[src/rtl/abf_pkg.sv]
// abf_pkg: shared types and constants for the adc boxcar filter with low alarm
// no dependencies; imported by every module under rtl
`timescale 1ns / 1ps

package abf_pkg;

    // fixed sample and field widths
    localparam int SAMPLE_BITS      = 12;
    localparam int LIMIT_BITS       = 12;
    localparam int TDATA_BITS       = 40;   // three 12-bit fields padded to bytes
    localparam int WINDOW_SIZE_DEF  = 8;
    localparam logic [LIMIT_BITS-1:0] LOW_LIMIT_RESET = LIMIT_BITS'(100);

    // divider: the mean never exceeds the largest sample, so the quotient
    // needs SAMPLE_BITS bits, resolved DIV_BITS_PER_STEP bits per divider step
    localparam int DIV_BITS_PER_STEP = 2;
    localparam int DIV_STEPS  = (SAMPLE_BITS + DIV_BITS_PER_STEP - 1) / DIV_BITS_PER_STEP;
    localparam int QUO_W      = DIV_STEPS * DIV_BITS_PER_STEP;
    localparam int STEP_W     = (DIV_STEPS > 1) ? $clog2(DIV_STEPS) : 1;

    typedef enum logic [1:0] {
        ST_IDLE,
        ST_UPDATE,
        ST_DIVIDE,
        ST_OUTPUT
    } abf_state_t;

    // controller to datapath
    typedef struct packed {
        logic capture;   // latch the incoming item
        logic update;    // ring write, sum update, divider load
        logic div_step;  // one divider iteration
        logic out_load;  // move the result into the output register
    } abf_cmd_t;

    // datapath to controller
    typedef struct packed {
        logic out_busy;  // output register holds an item not taken this cycle
    } abf_stat_t;

endpackage

[src/rtl/abf_div.sv]
// abf_div: iterative restoring divider, DIV_BITS_PER_STEP quotient bits a cycle
// while step is high; depends on abf_pkg
`timescale 1ns / 1ps

module abf_div
    import abf_pkg::*;
#(
    parameter int WINDOW_SIZE = WINDOW_SIZE_DEF
) (
    input  logic                                      aclk,
    input  logic                                      load,
    input  logic                                      step,
    input  logic [SAMPLE_BITS+$clog2(WINDOW_SIZE)-1:0] dividend,
    input  logic [$clog2(WINDOW_SIZE+1)-1:0]          divisor,
    output logic [QUO_W-1:0]                          quotient
);

    localparam int CNT_W = $clog2(WINDOW_SIZE + 1);
    localparam int REM_W = CNT_W + 1;

    logic [REM_W-1:0] rem_reg, rem_next;
    logic [QUO_W-1:0] dvd_reg, dvd_next;
    logic [QUO_W-1:0] quo_reg, quo_next;
    logic [CNT_W-1:0] dvs_reg;

    // upper dividend bits are below the divisor since the quotient fits QUO_W bits
    always_comb begin
        logic [REM_W-1:0] trial;
        logic [REM_W-1:0] dvs_ext;
        rem_next = rem_reg;
        dvd_next = dvd_reg;
        quo_next = quo_reg;
        dvs_ext  = REM_W'(dvs_reg);
        for (int i = 0; i < DIV_BITS_PER_STEP; i++) begin
            trial    = {rem_next[REM_W-2:0], dvd_next[QUO_W-1]};
            dvd_next = {dvd_next[QUO_W-2:0], 1'b0};
            if (trial >= dvs_ext) begin
                rem_next = trial - dvs_ext;
                quo_next = {quo_next[QUO_W-2:0], 1'b1};
            end else begin
                rem_next = trial;
                quo_next = {quo_next[QUO_W-2:0], 1'b0};
            end
        end
    end

    always_ff @(posedge aclk) begin
        if (load) begin
            rem_reg <= REM_W'(dividend >> QUO_W);
            dvd_reg <= dividend[QUO_W-1:0];
            quo_reg <= '0;
            dvs_reg <= divisor;
        end else if (step) begin
            rem_reg <= rem_next;
            dvd_reg <= dvd_next;
            quo_reg <= quo_next;
        end
    end

    assign quotient = quo_reg;

endmodule

[src/rtl/abf_datapath.sv]
// abf_datapath: sample ring, running sum, fill count, divider and output register
// depends on abf_pkg and abf_div
`timescale 1ns / 1ps

module abf_datapath
    import abf_pkg::*;
#(
    parameter int WINDOW_SIZE = WINDOW_SIZE_DEF
) (
    input  logic                   aclk,
    input  logic                   aresetn,
    input  abf_cmd_t               cmd,
    output abf_stat_t              stat,
    input  logic                   cfg_wr_en,
    input  logic [LIMIT_BITS-1:0]  cfg_wr_data,
    input  logic [TDATA_BITS-1:0]  s_tdata,
    output logic                   m_tvalid,
    input  logic                   m_tready,
    output logic [TDATA_BITS-1:0]  m_tdata,
    output logic                   m_tuser
);

    localparam int IDX_W = $clog2(WINDOW_SIZE);
    localparam int CNT_W = $clog2(WINDOW_SIZE + 1);
    localparam int SUM_W = SAMPLE_BITS + $clog2(WINDOW_SIZE);

    logic [SAMPLE_BITS-1:0] ring_mem [WINDOW_SIZE];
    logic [SAMPLE_BITS-1:0] rd_data_reg;

    logic [LIMIT_BITS-1:0]  low_limit_reg;
    logic [IDX_W-1:0]       slot_reg, slot_next;
    logic [CNT_W-1:0]       fill_reg, fill_next;
    logic [SUM_W-1:0]       sum_reg, sum_next;
    logic [SAMPLE_BITS-1:0] ch0_reg, ch1_reg, ch2_reg;
    logic                   alarm_reg;
    logic                   full;
    logic [SAMPLE_BITS-1:0] oldest;
    logic [QUO_W-1:0]       mean;

    logic                   m_tvalid_reg;
    logic [TDATA_BITS-1:0]  m_tdata_reg, m_tdata_next;
    logic                   m_tuser_reg;

    // ring: slots past the fill count were never written and count as zero
    always_ff @(posedge aclk) begin
        rd_data_reg <= ring_mem[slot_reg];
        if (cmd.update) begin
            ring_mem[slot_reg] <= ch1_reg;
        end
    end

    assign full      = (fill_reg == CNT_W'(WINDOW_SIZE));
    assign oldest    = full ? rd_data_reg : '0;
    assign sum_next  = sum_reg - SUM_W'(oldest) + SUM_W'(ch1_reg);
    assign slot_next = (slot_reg == IDX_W'(WINDOW_SIZE - 1)) ? '0 : slot_reg + 1'b1;
    assign fill_next = full ? fill_reg : fill_reg + 1'b1;

    always_ff @(posedge aclk) begin
        if (!aresetn) begin
            low_limit_reg <= LOW_LIMIT_RESET;
            slot_reg      <= '0;
            fill_reg      <= '0;
            sum_reg       <= '0;
        end else begin
            if (cfg_wr_en) begin
                low_limit_reg <= cfg_wr_data;
            end
            if (cmd.update) begin
                slot_reg <= slot_next;
                fill_reg <= fill_next;
                sum_reg  <= sum_next;
            end
        end
    end

    always_ff @(posedge aclk) begin
        if (cmd.capture) begin
            ch0_reg   <= s_tdata[SAMPLE_BITS-1:0];
            ch1_reg   <= s_tdata[2*SAMPLE_BITS-1:SAMPLE_BITS];
            ch2_reg   <= s_tdata[3*SAMPLE_BITS-1:2*SAMPLE_BITS];
            alarm_reg <= (s_tdata[SAMPLE_BITS-1:0] < low_limit_reg);
        end
    end

    abf_div #(
        .WINDOW_SIZE (WINDOW_SIZE)
    ) u_div (
        .aclk     (aclk),
        .load     (cmd.update),
        .step     (cmd.div_step),
        .dividend (sum_next),
        .divisor  (fill_next),
        .quotient (mean)
    );

    // alarm items carry zero data
    always_comb begin
        m_tdata_next = '0;
        if (!alarm_reg) begin
            m_tdata_next[SAMPLE_BITS-1:0]             = ch0_reg;
            m_tdata_next[2*SAMPLE_BITS-1:SAMPLE_BITS] = mean[SAMPLE_BITS-1:0];
            m_tdata_next[3*SAMPLE_BITS-1:2*SAMPLE_BITS] = ch2_reg;
        end
    end

    always_ff @(posedge aclk) begin
        if (!aresetn) begin
            m_tvalid_reg <= 1'b0;
        end else if (cmd.out_load) begin
            m_tvalid_reg <= 1'b1;
        end else if (m_tready) begin
            m_tvalid_reg <= 1'b0;
        end
    end

    always_ff @(posedge aclk) begin
        if (cmd.out_load) begin
            m_tdata_reg <= m_tdata_next;
            m_tuser_reg <= alarm_reg;
        end
    end

    assign stat.out_busy = m_tvalid_reg && !m_tready;
    assign m_tvalid      = m_tvalid_reg;
    assign m_tdata       = m_tdata_reg;
    assign m_tuser       = m_tuser_reg;

    a_fill_bound: assert property (@(posedge aclk) disable iff (!aresetn)
        fill_reg <= CNT_W'(WINDOW_SIZE))
        else $error("fill count beyond window");

    a_slot_tracks_fill: assert property (@(posedge aclk) disable iff (!aresetn)
        !full |-> (slot_reg == IDX_W'(fill_reg)))
        else $error("write slot out of step with fill count during warm-up");

    a_no_overwrite: assert property (@(posedge aclk) disable iff (!aresetn)
        cmd.out_load |-> !stat.out_busy)
        else $error("output register overwritten while held");

    a_alarm_zero: assert property (@(posedge aclk) disable iff (!aresetn)
        (m_tvalid_reg && m_tuser_reg) |-> (m_tdata_reg == '0))
        else $error("alarm item carries data");

endmodule

[src/rtl/abf_ctrl.sv]
// abf_ctrl: sequencer for one item: capture, ring update, divide, hand-off
// depends on abf_pkg
`timescale 1ns / 1ps

module abf_ctrl
    import abf_pkg::*;
(
    input  logic      aclk,
    input  logic      aresetn,
    input  logic      s_tvalid,
    output logic      s_tready,
    output abf_cmd_t  cmd,
    input  abf_stat_t stat
);

    abf_state_t        state_reg, state_next;
    logic [STEP_W-1:0] step_reg, step_next;

    always_ff @(posedge aclk) begin
        if (!aresetn) begin
            state_reg <= ST_IDLE;
            step_reg  <= '0;
        end else begin
            state_reg <= state_next;
            step_reg  <= step_next;
        end
    end

    always_comb begin
        state_next = state_reg;
        step_next  = step_reg;
        cmd        = '0;
        s_tready   = 1'b0;
        unique case (state_reg)
            ST_IDLE: begin
                s_tready = 1'b1;
                if (s_tvalid) begin
                    cmd.capture = 1'b1;
                    state_next  = ST_UPDATE;
                end
            end
            ST_UPDATE: begin
                cmd.update = 1'b1;
                step_next  = '0;
                state_next = ST_DIVIDE;
            end
            ST_DIVIDE: begin
                cmd.div_step = 1'b1;
                step_next    = step_reg + 1'b1;
                if (step_reg == STEP_W'(DIV_STEPS - 1)) begin
                    state_next = ST_OUTPUT;
                end
            end
            ST_OUTPUT: begin
                if (!stat.out_busy) begin
                    cmd.out_load = 1'b1;
                    state_next   = ST_IDLE;
                end
            end
            default: begin
                state_next = ST_IDLE;
            end
        endcase
    end

    a_step_range: assert property (@(posedge aclk) disable iff (!aresetn)
        (state_reg == ST_DIVIDE) |-> (step_reg < STEP_W'(DIV_STEPS)))
        else $error("divider step count overrun");

    a_update_after_capture: assert property (@(posedge aclk) disable iff (!aresetn)
        cmd.capture |=> cmd.update)
        else $error("captured item not followed by ring update");

    a_load_after_divide: assert property (@(posedge aclk) disable iff (!aresetn)
        cmd.out_load |-> $past(state_reg == ST_DIVIDE) || $past(state_reg == ST_OUTPUT))
        else $error("result loaded without a finished division");

endmodule

[src/rtl/adc_boxcar_filter_with_low_alarm.sv]
// adc_boxcar_filter_with_low_alarm: top level, WINDOW_SIZE-sample boxcar on channel one
// (default 8) with a channel-zero low alarm; depends on abf_pkg, abf_ctrl, abf_datapath
`timescale 1ns / 1ps

//  channel  | direction | payload
//  ---------+-----------+-------------------------------------------------------
//  s_       | in        | tdata: ch0_sample[11:0], ch1_sample[23:12], ch2_sample[35:24]
//  m_       | out       | tdata: ch0_out, ch1_filtered, ch2_out as above; tuser: alarm
//  cfg_     | in        | cfg_wr_data: low_limit, written when cfg_wr_en is high
//
//  an accepted item passes through capture, ring update, the divider and the output
//  register; the divider resolves two quotient bits a cycle
//  the next item is accepted the cycle after the result enters the output register
//  reset is synchronous and active low; low_limit returns to 100, ring counts as empty
//  a stalled m_ side holds the result in the output register and holds s_tready low
//  only once the following item has been divided

module adc_boxcar_filter_with_low_alarm
    import abf_pkg::*;
#(
    parameter int WINDOW_SIZE = WINDOW_SIZE_DEF
) (
    input  logic                  aclk,
    input  logic                  aresetn,

    // low limit register
    input  logic                  cfg_wr_en,
    input  logic [LIMIT_BITS-1:0] cfg_wr_data,

    // sample sets in
    input  logic                  s_tvalid,
    output logic                  s_tready,
    input  logic [TDATA_BITS-1:0] s_tdata,   // ch0_sample, ch1_sample, ch2_sample, zero pad

    // results out
    output logic                  m_tvalid,
    input  logic                  m_tready,
    output logic [TDATA_BITS-1:0] m_tdata,   // ch0_out, ch1_filtered, ch2_out, zero pad
    output logic                  m_tuser    // alarm
);

    abf_cmd_t  cmd;
    abf_stat_t stat;

    // sequencer: one item in flight from capture to output register
    abf_ctrl u_ctrl (
        .aclk     (aclk),
        .aresetn  (aresetn),
        .s_tvalid (s_tvalid),
        .s_tready (s_tready),
        .cmd      (cmd),
        .stat     (stat)
    );

    // ring memory, running sum, divider and the output register
    abf_datapath #(
        .WINDOW_SIZE (WINDOW_SIZE)
    ) u_datapath (
        .aclk        (aclk),
        .aresetn     (aresetn),
        .cmd         (cmd),
        .stat        (stat),
        .cfg_wr_en   (cfg_wr_en),
        .cfg_wr_data (cfg_wr_data),
        .s_tdata     (s_tdata),
        .m_tvalid    (m_tvalid),
        .m_tready    (m_tready),
        .m_tdata     (m_tdata),
        .m_tuser     (m_tuser)
    );

endmodule

[config.mk]
export PLATFORM = sky130hd
export DESIGN_NAME = adc_boxcar_filter_with_low_alarm
export DESIGN_NICKNAME = d
export VERILOG_FILES = /design/src/rtl/abf_pkg.sv /design/src/rtl/abf_div.sv /design/src/rtl/abf_datapath.sv /design/src/rtl/abf_ctrl.sv /design/src/rtl/adc_boxcar_filter_with_low_alarm.sv
export SDC_FILE = /design/constraint.sdc
export NUM_CORES = 1
export LEC_CHECK = 0
export BUFFER_PORTS_ARGS = -buffer_cell sky130_fd_sc_hd__buf_2
export CAP_MARGIN = 0
export CELL_PAD_IN_SITES_DETAIL_PLACEMENT = 1
export CELL_PAD_IN_SITES_GLOBAL_PLACEMENT = 1
export CORE_ASPECT_RATIO = 1.25
export CORE_UTILIZATION = 40
export CTS_CLUSTER_SIZE = 28
export DETAILED_ROUTE_END_ITERATION = 10
export PLACE_DENSITY = 0.74
export REMOVE_ABC_BUFFERS = 1
export SYNTH_ARGS = -nofsm -noshare
export SYNTH_HDL_FRONTEND = slang
export SYNTH_SLANG_ARGS = --single-unit
[constraint.sdc]
create_clock -name aclk -period 4.6 [get_ports aclk]
set_clock_uncertainty 0.1 [all_clocks]
set_input_delay 1.38 -clock aclk [delete_from_list [all_inputs] [get_ports aclk]]
set_output_delay 1.38 -clock aclk [all_outputs]
set_load 0.05 [all_outputs]
==> metrics.md <==
| Metric | Value |
|---|---|
| Outcome | completed |
| WL final | around 22 mm |
| Synth Warn # | 0 |
| Hold Crit Class | reg2reg |
| LEAKAGE | just under 5 nW |
| Synth Register Bits | approximately 250 |
| Distinct cells, synth | 56 |
| Die X | between 150 and 200 µm |
| Sequential share of the synthesized area | around 63% |
| Syn Inst Count | 796 |
| Crit-path max FO | 7 |
| Simple-Gate Fraction of Synth Area | 8.59% |
| Worst skew pair latency | 0.53 ns |
| Max Buffers Root-to-Sink | 3 |
| Pin count of the biggest net entering global routing | 58 |
| Worst path slowest cell | a221oi_1 |
| Share of cells above drive strength 1 | between 20% and 30% |
| I/O pins | 100 |
| Clock power share | between 20% and 30% |
| Worst-path clk slew | roughly 0.07 ns |
| Crit Path Class | reg2reg |
| Part of the cycle the worst path needs | between 80% and 90% |
| Final setup violation count | 0 |
| Synth Area in XOR/XNOR | under 10% |
| Initial antenna violation count | 2 |
| Share of power burned in registers | 38.1% |
| Fraction of synthesized area in multiplexers | under 10% |
| Area growth from synthesis to layout | 16.3% |
| Final GP Congestion | roughly 0.76 |
| Relative slew margins | a little under a fifth |
| CP Cell Sequence | inv_1 > ha_1 > and3b_1 > and2_1 > fa_1 > inv_1 > fa_1 > a21oi_1 > a2bb2oi_2 > a21oi_1 > a221oi_1 > xnor2_1 > mux2_2 |
| Final TNS setup | 0 ns |
| Initial cell density of the core | between 40% and 50% |
| Max Freq | around 250 MHz |
| Sw Ratio | 33.9% |
| Gr usage total | between 15 and 20% |
| Setup crit end kind | flop |
| Element type at the critical path start | flop |
| Final Worst Setup Slack | between 0.5 and 0.6 ns |
| Worst path max stage delay | about 0.50 ns |
| TritonCTS clock tree | yes |
| Async set-reset flop share out of synthesis | 0% |
| Clk root buf | clkbuf_16 |
| Pre-antenna DRT Iters | 4 |
| Die Area | 0.0285 mm² |
| Share of the synthesized area in the top cell type | roughly half |
| DRT iter0 DRCs | between 200 and 300 |
| Vias | about 6,300 |
| Largest cells by area after synthesis | edfxtp_1 51%, dfxtp_1 12%, ha_1 5.0% |
| Setup bufs post-CTS | 0 |
| Overflow after GRT | 0 |
| Die H | approximately 190 µm |
| Crit path time final | between 4 and 5 ns |
| Gate power share | between 30% and 40% |
| Final Util | a little under half |
| Yosys top cell by area | edfxtp_1 |
| Required time worst endpoint | ~4.8 ns |
| Vias per Instance | 4.97 |
| Synth Area in Compound Gates | ~6.2% |
| Port bufs | 91 |
| Layout Nets | roughly 1,000 |
| Number of flops mapped to enable cells by yosys | around 190 |
| Hpwl dp | approximately 15 mm |
| Global-route wire length before repair | approximately 35 mm |
| Max-capacitance violation count | 0 |
| Synthesized area per cell | 14.0 µm² |
| Pwr dens | 679 mW/mm² |
| Post-synth top flop | edfxtp_1 |
| DRC | 0 |
| Row count | 67 |
| Worst-Margin Slew | around 1.2 ns |
| Int Pwr | around 5.8 mW |
| Final hold vios | 0 |
| CTS HTree Levels | 1 |
| Max reg flops | 96 |
| Post-CTS sizing | 0 |
| Hold_buf cts | 0 |
| Total CTS buffers | 26 |
| Post-Syn Area | 0.0111 mm² |
| Largest family of logic cells by synthesized area | multiplexers |
| DRT antenna net count | 0 |
| Vias in the first global route | roughly 6,700 |
| WL/cell | 17.4 µm |
| Core area | about 0.027 mm² |
| Unrepaired setup endpoints after global routing | false |
| Slew Limit Fails | 0 |
| Worst vdd ir | 0.000341 V |
| DP Worst Slack | about 0.53 ns |
| Adder-Cell Fraction of Synth Area | about 7.5% |
| Clock sinks | 254 |
| Critical Path AT | about 4.3 ns |
| Psw | about 3 mW |
power groups by stage:
| stage | Clock (mW) | Sequential, mW | Combinational [mW] |
|---|---|---|---|
| finish | 2.32 | 3.35 | 3.11 |
| global route | 2.45 | 3.41 | 3.46 |
| CTS | 2.38 | 3.36 | 3.16 |
| detailed placement | 0 | 3.40 | 3.12 |
| global placement | 0 | 3.37 | 3.01 |
| floorplan | 0 | 3.42 | 2.29 |
worst max-delay path, delay by kind of cell, from the launching register on:
| family | cells | cell delay, ns |
|---|---|---|
| xor+xnor | 1 | 0.13 |
| flops | 1 | 0.45 |
| fa+ha+maj | 3 | 1.13 |
| simple gates | 2 | 0.44 |
| compound gates | 4 | 1.15 |
| mux | 1 | 0.27 |
| buf+inv | 2 | 0.14 |
cells by family (layout without fill, tap and decap cells):
group                      count (synthesis)  after routing
AOI/OAI and AO/OA                         97             97
xor gates and xnor gates                  18             18
adders and majority gates                 58             58
buffers and inverters                    117            233
DFF                                      254            254
muxes                                     72             72
other                                      1              6
and+or+nand+nor                          179            179
final cells by class:
type	count	area (µm²)
fill	2715	14200
sequential	254	6980
multi-input combinational	428	3700
clock buffer	29	682
timing repair buffer	103	546
tap	345	432
inverter	82	308
clock inverter	19	274
antenna	2	5.00
per-stage QoR:
step | hold slack (ns) | std cells | instance area (µm²) | power (mW)
after floorplan | 0.352 | 764 | 11000 | 5.71
after global placement | 0.366 | 1212 | 12000 | 6.39
after detailed placement | 0.376 | 1212 | 12000 | 6.52
after CTS | 0.396 | 1260 | 12900 | 8.90
after global routing | 0.417 | 1262 | 12900 | 9.32
final | 0.387 | 1262 | 12900 | 8.78
cell usage in the layout (no fill, tap or decap), types with 7 or more instances in the layout:
master / netlist / routed
mux2i_1: 33 / 33
mux2_2: 14 / 14
buf_2: 1 / 91
a21oi_1: 16 / 16
nor2b_1: 55 / 54
edfxtp_1: 189 / 189
nor2_1: 36 / 36
inv_1: 81 / 81
xnor2_1: 14 / 14
dfxtp_1: 65 / 64
o21ai_0: 19 / 19
ha_1: 44 / 43
mux4_2: 24 / 24
nand2_1: 31 / 31
fa_1: 14 / 14
o21a_1: 7 / 7
buf_4: 4 / 12
a21o_1: 13 / 13
and2_1: 24 / 23
clkbuf_16: 0 / 26
per-layer routing:
metal / global-route usage (%) / wire [µm]
met5: 0 / 0
met4: 5.12 / 527
met1: 17.9 / 8830
met2: 29.7 / 11900
met3: 2.35 / 739
synthesized netlist by cell type, types with 2 or more instances:
master / instances
o211ai_1: 6
buf_1: 7
xnor2_1: 14
o21a_1: 7
xor2_1: 4
buf_4: 4
nor3_1: 6
nand2b_1: 5
a211o_1: 3
nor2_1: 36
a211oi_1: 6
o31ai_1: 2
a311o_1: 2
mux2i_1: 33
clkbuf_1: 23
edfxtp_1: 189
o21ai_0: 19
o21ai_1: 2
a21oi_1: 16
nand3_1: 6
and4_1: 2
nand4_1: 6
inv_1: 81
and2_1: 24
o22ai_1: 4
mux4_2: 24
dfxtp_1: 65
a221oi_1: 2
nor2b_1: 55
mux2_2: 14
a21o_1: 13
fa_1: 14
ha_1: 44
a211oi_4: 2
a21boi_0: 5
nand2_1: 31
worst paths after layout:
check,start,endpoint,slack [ns],cells past startpoint
worst max-delay path,u_datapath.fill_reg[0],u_datapath.u_div.rem_reg[0],0.54,13
worst min-delay path,u_datapath.sum_reg[14],u_datapath.sum_reg[14],0.39,2
worst max register to register,u_datapath.fill_reg[0],u_datapath.u_div.rem_reg[0],0.54,13
worst min register to register,u_datapath.sum_reg[14],u_datapath.sum_reg[14],0.39,2
(Power assumes the default switching activity.)
